--- src/hw/rtl/cic_pkg.sv ---
`timescale 1ns / 1ps
package cic_pkg;

    localparam int MAX_ORDER   = 8;
    localparam int DATA_W      = 32;
    localparam int CFG_ORDER_W = 4;
    localparam int ORDER_W     = $clog2(MAX_ORDER + 1);
    localparam int IDX_W       = (MAX_ORDER > 1) ? $clog2(MAX_ORDER) : 1;

    localparam logic [CFG_ORDER_W-1:0] ORDER_RESET = CFG_ORDER_W'(3);

    localparam logic CMD_INTEGRATE = 1'b0;
    localparam logic CMD_COMB      = 1'b1;

    localparam int  PADDR_W          = 3;
    localparam logic REG_FILTER_ORDER = 1'b0;

    typedef struct packed {
        logic             load_sample;
        logic             integ_step;
        logic             comb_load;
        logic             comb_step;
        logic             out_load;
        logic [IDX_W-1:0] idx;
    } cic_cmd_t;

    function automatic logic [ORDER_W-1:0] active_order(input logic [CFG_ORDER_W-1:0] v);
        int unsigned n;
        n = v;
        if (n < 1) begin
            n = 1;
        end
        if (n > MAX_ORDER) begin
            n = MAX_ORDER;
        end
        return ORDER_W'(n);
    endfunction

endpackage

--- src/hw/rtl/cic_datapath.sv ---
`timescale 1ns / 1ps
module cic_datapath
    import cic_pkg::*;
(
    input  logic              aclk,
    input  logic              aresetn,
    input  cic_cmd_t          cmd,
    input  logic [DATA_W-1:0] sample,
    output logic [DATA_W-1:0] result
);

    logic [DATA_W-1:0] integ_reg [MAX_ORDER];
    logic [DATA_W-1:0] comb_reg  [MAX_ORDER];
    logic [DATA_W-1:0] acc_reg;
    logic [DATA_W-1:0] out_reg;
    logic [DATA_W-1:0] integ_rd;
    logic [DATA_W-1:0] comb_rd;
    logic [DATA_W-1:0] sum;
    logic [DATA_W-1:0] diff;

    assign integ_rd = integ_reg[cmd.idx];
    assign comb_rd  = comb_reg[cmd.idx];
    assign sum      = integ_rd + acc_reg;
    assign diff     = acc_reg - comb_rd;
    assign result   = out_reg;

    always_ff @(posedge aclk) begin
        if (!aresetn) begin
            for (int i = 0; i < MAX_ORDER; i++) begin
                integ_reg[i] <= '0;
                comb_reg[i]  <= '0;
            end
        end else begin
            if (cmd.integ_step) begin
                integ_reg[cmd.idx] <= sum;
            end
            if (cmd.comb_step) begin
                comb_reg[cmd.idx] <= acc_reg;
            end
        end
    end

    always_ff @(posedge aclk) begin
        if (cmd.load_sample) begin
            acc_reg <= sample;
        end else if (cmd.integ_step) begin
            acc_reg <= sum;
        end else if (cmd.comb_load) begin
            acc_reg <= integ_rd;
        end else if (cmd.comb_step) begin
            acc_reg <= diff;
        end
        if (cmd.out_load) begin
            out_reg <= diff;
        end
    end

endmodule

--- src/hw/rtl/cic_ctrl.sv ---
`timescale 1ns / 1ps
module cic_ctrl
    import cic_pkg::*;
(
    input  logic               aclk,
    input  logic               aresetn,
    input  logic [ORDER_W-1:0] order,
    input  logic               s_tvalid,
    output logic               s_tready,
    input  logic               s_command,
    output logic               m_tvalid,
    input  logic               m_tready,
    output cic_cmd_t           cmd
);

    localparam logic [1:0] ST_IDLE  = 2'd0;
    localparam logic [1:0] ST_INTEG = 2'd1;
    localparam logic [1:0] ST_LOAD  = 2'd2;
    localparam logic [1:0] ST_COMB  = 2'd3;

    logic [1:0]         state_reg, state_next;
    logic [IDX_W-1:0]   idx_reg, idx_next;
    logic               m_valid_reg, m_valid_next;
    logic [ORDER_W-1:0] order_m1;
    logic [IDX_W-1:0]   last_idx;
    logic               last;
    logic               out_free;

    assign order_m1 = order - 1'b1;
    assign last_idx = IDX_W'(order_m1);
    assign last     = (idx_reg == last_idx);
    assign out_free = !m_valid_reg || m_tready;
    assign s_tready = (state_reg == ST_IDLE);
    assign m_tvalid = m_valid_reg;

    always_comb begin
        state_next       = state_reg;
        idx_next         = idx_reg;
        cmd              = '0;
        cmd.idx          = idx_reg;
        case (state_reg)
            ST_IDLE: begin
                if (s_tvalid) begin
                    if (s_command == CMD_INTEGRATE) begin
                        cmd.load_sample = 1'b1;
                        idx_next        = '0;
                        state_next      = ST_INTEG;
                    end else begin
                        idx_next   = last_idx;
                        state_next = ST_LOAD;
                    end
                end
            end
            ST_INTEG: begin
                cmd.integ_step = 1'b1;
                idx_next       = idx_reg + 1'b1;
                if (last) begin
                    state_next = ST_IDLE;
                end
            end
            ST_LOAD: begin
                cmd.comb_load = 1'b1;
                idx_next      = '0;
                state_next    = ST_COMB;
            end
            ST_COMB: begin
                if (!last || out_free) begin
                    cmd.comb_step = 1'b1;
                    cmd.out_load  = last;
                    idx_next      = idx_reg + 1'b1;
                    if (last) begin
                        state_next = ST_IDLE;
                    end
                end
            end
            default: begin
                state_next = ST_IDLE;
            end
        endcase
    end

    always_comb begin
        if (cmd.out_load) begin
            m_valid_next = 1'b1;
        end else if (m_tready) begin
            m_valid_next = 1'b0;
        end else begin
            m_valid_next = m_valid_reg;
        end
    end

    always_ff @(posedge aclk) begin
        if (!aresetn) begin
            state_reg   <= ST_IDLE;
            idx_reg     <= '0;
            m_valid_reg <= 1'b0;
        end else begin
            state_reg   <= state_next;
            idx_reg     <= idx_next;
            m_valid_reg <= m_valid_next;
        end
    end

endmodule

--- src/hw/rtl/cic_sinc_k_filter_top.sv ---
`timescale 1ns / 1ps
// CIC (sinc^k) filter with a run-time order of 1 to MAX_ORDER stages.
// Input stream: s_tuser carries the command (0 integrate, 1 comb), s_tdata
// the signed 32-bit sample. Integrate words produce nothing; each comb word
// produces one filtered word on the output stream (m_tdata). Decimation is
// set by how often comb words are sent.
// A 32-bit adder and a 32-bit subtractor walk the stages, one stage per
// cycle bar a stall in the last comb stage; n is the active order
// (filter_order clamped to 1..MAX_ORDER). Integrate: sample load, then
// n stages. Comb: load, n stages, result valid in the cycle after the last.
// One word is in work at a time; s_tready is high only between words.
// The result sits in an output register, so a new word is taken while it
// waits; a comb word that finishes while the previous result is still not
// taken holds in its last stage until m_tready frees the register.
// Users write filter_order at APB address 0 only while idle; not enforced.
// Reset (aresetn low, synchronous) clears all integrator and comb delay
// stages, drops m_tvalid and sets filter_order to 3.
module cic_sinc_k_filter_top
    import cic_pkg::*;
(
    input  logic               aclk,
    input  logic               aresetn,
    input  logic               psel,
    input  logic               penable,
    input  logic               pwrite,
    input  logic [PADDR_W-1:0] paddr,
    input  logic [31:0]        pwdata,
    output logic [31:0]        prdata,
    output logic               pready,
    input  logic               s_tvalid,
    output logic               s_tready,
    input  logic [DATA_W-1:0]  s_tdata,   // [31:0] sample
    input  logic               s_tuser,   // [0] command
    output logic               m_tvalid,
    input  logic               m_tready,
    output logic [DATA_W-1:0]  m_tdata    // [31:0] filtered_value
);

    logic [CFG_ORDER_W-1:0] order_reg, order_next;
    logic [ORDER_W-1:0]     order_act;
    logic                   cfg_wr;
    cic_cmd_t               cmd;

    assign pready    = 1'b1;
    assign cfg_wr    = psel && penable && pwrite && pready;
    assign order_act = active_order(order_reg);

    always_comb begin
        order_next = order_reg;
        if (cfg_wr && (paddr[2] == REG_FILTER_ORDER)) begin
            order_next = pwdata[CFG_ORDER_W-1:0];
        end
    end

    always_comb begin
        if (paddr[2] == REG_FILTER_ORDER) begin
            prdata = {{(32 - CFG_ORDER_W){1'b0}}, order_reg};
        end else begin
            prdata = '0;
        end
    end

    always_ff @(posedge aclk) begin
        if (!aresetn) begin
            order_reg <= ORDER_RESET;
        end else begin
            order_reg <= order_next;
        end
    end

    cic_ctrl u_ctrl (
        .aclk      (aclk),
        .aresetn   (aresetn),
        .order     (order_act),
        .s_tvalid  (s_tvalid),
        .s_tready  (s_tready),
        .s_command (s_tuser),
        .m_tvalid  (m_tvalid),
        .m_tready  (m_tready),
        .cmd       (cmd)
    );

    cic_datapath u_datapath (
        .aclk    (aclk),
        .aresetn (aresetn),
        .cmd     (cmd),
        .sample  (s_tdata),
        .result  (m_tdata)
    );

    a_one_op: assert property (@(posedge aclk) disable iff (!aresetn)
        $onehot0({cmd.load_sample, cmd.integ_step, cmd.comb_load, cmd.comb_step}))
        else $error("more than one datapath operation at once");

    a_out_on_comb: assert property (@(posedge aclk) disable iff (!aresetn)
        cmd.out_load |-> cmd.comb_step)
        else $error("result loaded outside a comb step");

    a_integ_silent: assert property (@(posedge aclk) disable iff (!aresetn)
        (s_tvalid && s_tready && (s_tuser == CMD_INTEGRATE) && !m_tvalid) |=> !m_tvalid)
        else $error("integrate word produced a result");

    a_busy_no_accept: assert property (@(posedge aclk) disable iff (!aresetn)
        (cmd.integ_step || cmd.comb_load || cmd.comb_step) |-> !s_tready)
        else $error("input accepted while stages are walked");

endmodule
--- config.mk ---
export PLATFORM = sky130hd
export DESIGN_NAME = cic_sinc_k_filter_top
export DESIGN_NICKNAME = d
export VERILOG_FILES = /design/src/hw/rtl/cic_pkg.sv /design/src/hw/rtl/cic_datapath.sv /design/src/hw/rtl/cic_ctrl.sv /design/src/hw/rtl/cic_sinc_k_filter_top.sv
export SDC_FILE = /design/constraint.sdc
export NUM_CORES = 1
export LEC_CHECK = 0
export BUFFER_PORTS_ARGS = -buffer_cell sky130_fd_sc_hd__buf_2
export CAP_MARGIN = 20
export CORE_MARGIN = 2
export CORE_UTILIZATION = 60
export DETAILED_ROUTE_END_ITERATION = 12
export PLACE_DENSITY = 0.82
export REMOVE_ABC_BUFFERS = 1
export SLEW_MARGIN = 20
export SYNTH_ARGS = -nofsm -noshare
export SYNTH_HDL_FRONTEND = slang
export SYNTH_SLANG_ARGS = --single-unit
--- constraint.sdc ---
create_clock -name aclk -period 6.5 [get_ports aclk]
set_clock_uncertainty 0.1 [all_clocks]
set_input_delay 1.3 -clock aclk [delete_from_list [all_inputs] [get_ports aclk]]
set_output_delay 1.3 -clock aclk [all_outputs]
set_load 0.05 [all_outputs]
==> reports/qor_table.md <==
| Result | This run |
|:---|:---|
| Class of the most critical setup path | reg2reg |
| Biggest cell delay along the critical path | 0.69 ns |
| Initial core utilization | 60.5% |
| Num CTS Buffers | 56 |
| Fraction of power consumed by combinational cells | 37.8% |
| Gates resized, CTS repair | 0 |
| Diodes inserted | 0 |
| Critical path startpoint category | flop |
| Hold-fix buffer count after cts | 0 |
| Flip-flop and latch count after synthesis | 589 |
| Cell with the largest stage delay on the worst path | sky130_fd_sc_hd__dfxtp_4 |
| Initial antenna violation count | 0 |
| Share of post-route cells with drive strength above 1 | 18.1% |
| Master cell of the clock root buffer | sky130_fd_sc_hd__clkbuf_16 |
| Clock tree from TritonCTS | done |
| I/O Buffers | 82 |
| Worst slack after detailed placement | 1.19 ns |
| Final setup violating endpoints | 0 |
| Clk network pwr share | 25.0% |
| Largest net degree at the start of global routing | 76 |
| Layout Utilization | 66.6% |
| Gr ovfl total | 0 |
| Standard cell core area | 48600 µm² |
| Detailed-placement wirelength estimate | 46.3 mm |
| Via-per-instance ratio | 6.41 |
| Top-level I/O count | 142 |
| Overall power after layout | 13.5 mW |
| DR iter-0 viols | 2306 |
| Die height | 225 µm |
| Vias in the first global route | 19069 |
| Clock transition at the register clock pins on the worst setup and hold paths after CTS | 0.07 ns |
| Total Die Area | 50800 µm² |
| Share of the yosys chip area belonging to registers | 59.7% |
| Post-Synthesis Cell Area | 29400 µm² |
| Max-cap check violation count | 0 |
| First-pass GRT wire length | 109 mm |
| Critical path's most frequent cell | sky130_fd_sc_hd__o211ai_1 |
| FP Rows | 81 |
| Crit path max-delay family | compound AO/OA/AOI/OAI gates |
| Number of H-tree branching levels | 2 |
| Transition time at the pin with the least slew margin | 1.09 ns |
| Max-slew headroom at the worst pin | 27.1% |
| Slack of the worst reg-to-reg path | 1.19 ns |
| Post-CTS setup buffer count | 0 |
| Number of distinct standard cells referenced by the synthesized netlist | 78 |
| Number of warnings reported in the yosys synthesis log | 0 |
| CP arrival | 5.55 ns |
| Hold Crit Class | reg2reg |
| Most common cell after layout, fill and taps aside | sky130_fd_sc_hd__edfxtp_1 |
| WL/cell | 24.8 µm |
| Fmax | 188 MHz |
| Top FF cell, synth | sky130_fd_sc_hd__edfxtp_1 |
| Unrepaired setup endpoints after global routing | false |
| Number of buffers between clock root and the deepest sink | 3 |
| Worst Setup End Kind | flop |
| Antenna Nets Post-Route | 0 |
| FF-to-FF End | u_datapath.integ_reg[5][30]$_SDFFCE_PN0P_ |
| Leakage | 12.0 nW |
| CTS sink count | 589 |
| Clock insertion delay at the later pin of the skew report | 0.61 ns |
| Power density over cell area | 417 nW/µm² |
| Worst hold slack across all endpoints | 0.427 ns |
| Mapped Avg Cell Area | 13.3 µm² |
| Number of cells traversed by the worst hold path | 2 |
| Commonest cells after routing, fill and taps aside | sky130_fd_sc_hd__edfxtp_1, sky130_fd_sc_hd__nor2_1, sky130_fd_sc_hd__and2_1 |
| Final critical delay including setup and external delays | 5.31 ns |
| VDD IR max | 0.231 mV |
| Final hold violation count | 0 |
| Detailed-route wire length | 72.8 mm |
| Setup TNS after final layout | 0 ns |
| Fin crit share | 81.7% |
| Synthesis-to-layout area growth | 10.2% |
| Number of pins with negative max-slew slack in the final report | 0 |
| Switching Power | 5.19 mW |
| Number of synthesized flops with an enable pin | 576 |
| Number of DRC violations after detailed routing | 0 |
| Total number of nets in the final design | 2406 |
| Final weighted congestion in routability-driven placement | 0.977 |
| R2R cell count | 13 |
| Worst-path maximum fanout | 23 |
| Overall track demand over capacity in global routing | 29.1% |
| Switching share of total power | 38.4% |
| Hold path startpoint | order_reg[0]$_SDFFE_PN1P_ |
| Total via count in the routed design | 18775 |
| Router iterations before antenna repair | 6 |
| Sequential power share | 37.2% |
| Hold Path Sink | order_reg[0]$_SDFFE_PN1P_ |
| Die boundary width | 225 µm |
| Synthesized instance count | 2209 |
| Data required time of the worst path | 6.75 ns |
| Cell breakdown of the critical path | buf_4 -> mux4_2 -> mux2_2 -> ha_1 -> nand4_1 -> o211ai_1 -> o41ai_1 -> o211ai_1 -> a311oi_1 -> o21ai_0 -> a21o_1 -> xnor2_2 -> nor2_1 |
| Buffers plus inverters on the worst setup path | 1 |
| Async set-reset flop share out of synthesis | 0% |
| Run status | completed |
| Power Internal | 8.33 mW |
| Setup WS post-layout | 1.19 ns |
stage by stage:
step | area [µm²] | std cells
after floorplan | 28800 | 2077
after global placement | 30500 | 2825
after detailed placement | 30500 | 2825
after CTS | 32400 | 2928
after global routing | 32400 | 2930
final | 32400 | 2930
cells in the mapped netlist, types with 4 or more instances:
cell type	n	area, µm²
sky130_fd_sc_hd__and4_1	4	35.0
sky130_fd_sc_hd__nor4_1	5	31.3
sky130_fd_sc_hd__o22ai_1	5	31.3
sky130_fd_sc_hd__nand3_1	16	80.1
sky130_fd_sc_hd__mux2i_1	46	460
sky130_fd_sc_hd__xnor2_1	34	298
sky130_fd_sc_hd__mux2_2	34	383
sky130_fd_sc_hd__o21a_1	15	113
sky130_fd_sc_hd__o21ai_0	64	320
sky130_fd_sc_hd__a21o_1	29	218
sky130_fd_sc_hd__nand4_1	7	43.8
sky130_fd_sc_hd__and2_1	247	1550
sky130_fd_sc_hd__nor2_1	320	1200
sky130_fd_sc_hd__nor2b_1	22	138
sky130_fd_sc_hd__a211oi_1	14	105
sky130_fd_sc_hd__o31ai_1	5	37.5
sky130_fd_sc_hd__clkbuf_1	103	387
sky130_fd_sc_hd__and3_1	6	37.5
sky130_fd_sc_hd__nand2b_1	18	113
sky130_fd_sc_hd__buf_1	7	26.3
sky130_fd_sc_hd__nor3_1	25	125
sky130_fd_sc_hd__dfxtp_1	13	260
sky130_fd_sc_hd__a22oi_1	5	37.5
sky130_fd_sc_hd__buf_2	18	90.1
sky130_fd_sc_hd__a31oi_1	11	68.8
sky130_fd_sc_hd__o211ai_1	16	120
sky130_fd_sc_hd__edfxtp_1	576	17300
sky130_fd_sc_hd__nand2_1	98	368
sky130_fd_sc_hd__ha_1	66	826
sky130_fd_sc_hd__xor2_1	24	210
sky130_fd_sc_hd__a21boi_0	9	67.6
sky130_fd_sc_hd__buf_4	30	225
sky130_fd_sc_hd__mux4_2	129	2910
sky130_fd_sc_hd__a21oi_1	77	385
sky130_fd_sc_hd__a221oi_1	6	52.6
sky130_fd_sc_hd__inv_1	36	135
sky130_fd_sc_hd__o21bai_1	6	45.0
worst max path at each step:
stage | slack (ns) | end | from | cells after the start
global placement | 1.34 | u_datapath.integ_reg[2][30]$_SDFFCE_PN0P_ | flop | 13
detailed placement | 1.19 | u_datapath.integ_reg[5][30]$_SDFFCE_PN0P_ | flop | 13
CTS | 1.18 | u_datapath.integ_reg[2][30]$_SDFFCE_PN0P_ | flop | 13
finish | 1.19 | u_datapath.integ_reg[5][30]$_SDFFCE_PN0P_ | flop | 13
floorplan | -2.71 | u_datapath.integ_reg[5][30]$_SDFFCE_PN0P_ | flop | 13
global route | 0.84 | u_datapath.integ_reg[6][30]$_SDFFCE_PN0P_ | flop | 13
per-layer routing:
metal	global-route usage, %	wire (µm)
met1	37.5	26600
met2	48.8	36400
met3	5.95	7260
met4	11.3	2430
met5	0	0
cell type report:
class,instances,area (µm²)
flip-flops and latches,589,17600
fillers,3394,16200
multi-input cells,1450,11200
clock buffers,68,1490
repair buffers,128,808
well taps,622,778
clock inverters,35,403
inverters,38,143
cells by family after synthesis:
family,Yosys count,synth area share (%)
AOI/OAI and AO/OA,302,6.79
xor gates and xnor gates,60,1.86
adders and majority gates,68,2.94
buffers and inverters,197,3.00
DFF,589,59.7
muxes,209,12.7
other,2,0.0255
and+or+nand+nor,782,13.0
power groups by stage:
stage	Clock [mW]	Sequential, mW	Combinational (mW)
5_1_grt	3.54	5.08	5.54
3_3_place_gp	0	5.06	4.82
2_1_floorplan	0	5.02	3.58
6_report	3.38	5.03	5.11
3_5_place_dp	0	5.09	4.95
4_1_cts	3.40	5.02	4.99
worst reg2reg max path: cells and delay by family, from the launching register on:
family | cells | cell delay, ns
AO/OA/AOI/OAI | 6 | 1.82
buffers and inverters | 1 | 0.51
flip-flops | 1 | 0.69
AND/OR/NAND/NOR | 2 | 0.24
multiplexers | 2 | 0.88
adder cells (fa/ha/maj) | 1 | 0.41
XOR/XNOR | 1 | 0.42
No activity file was read; power rests on OpenSTA's default activity.
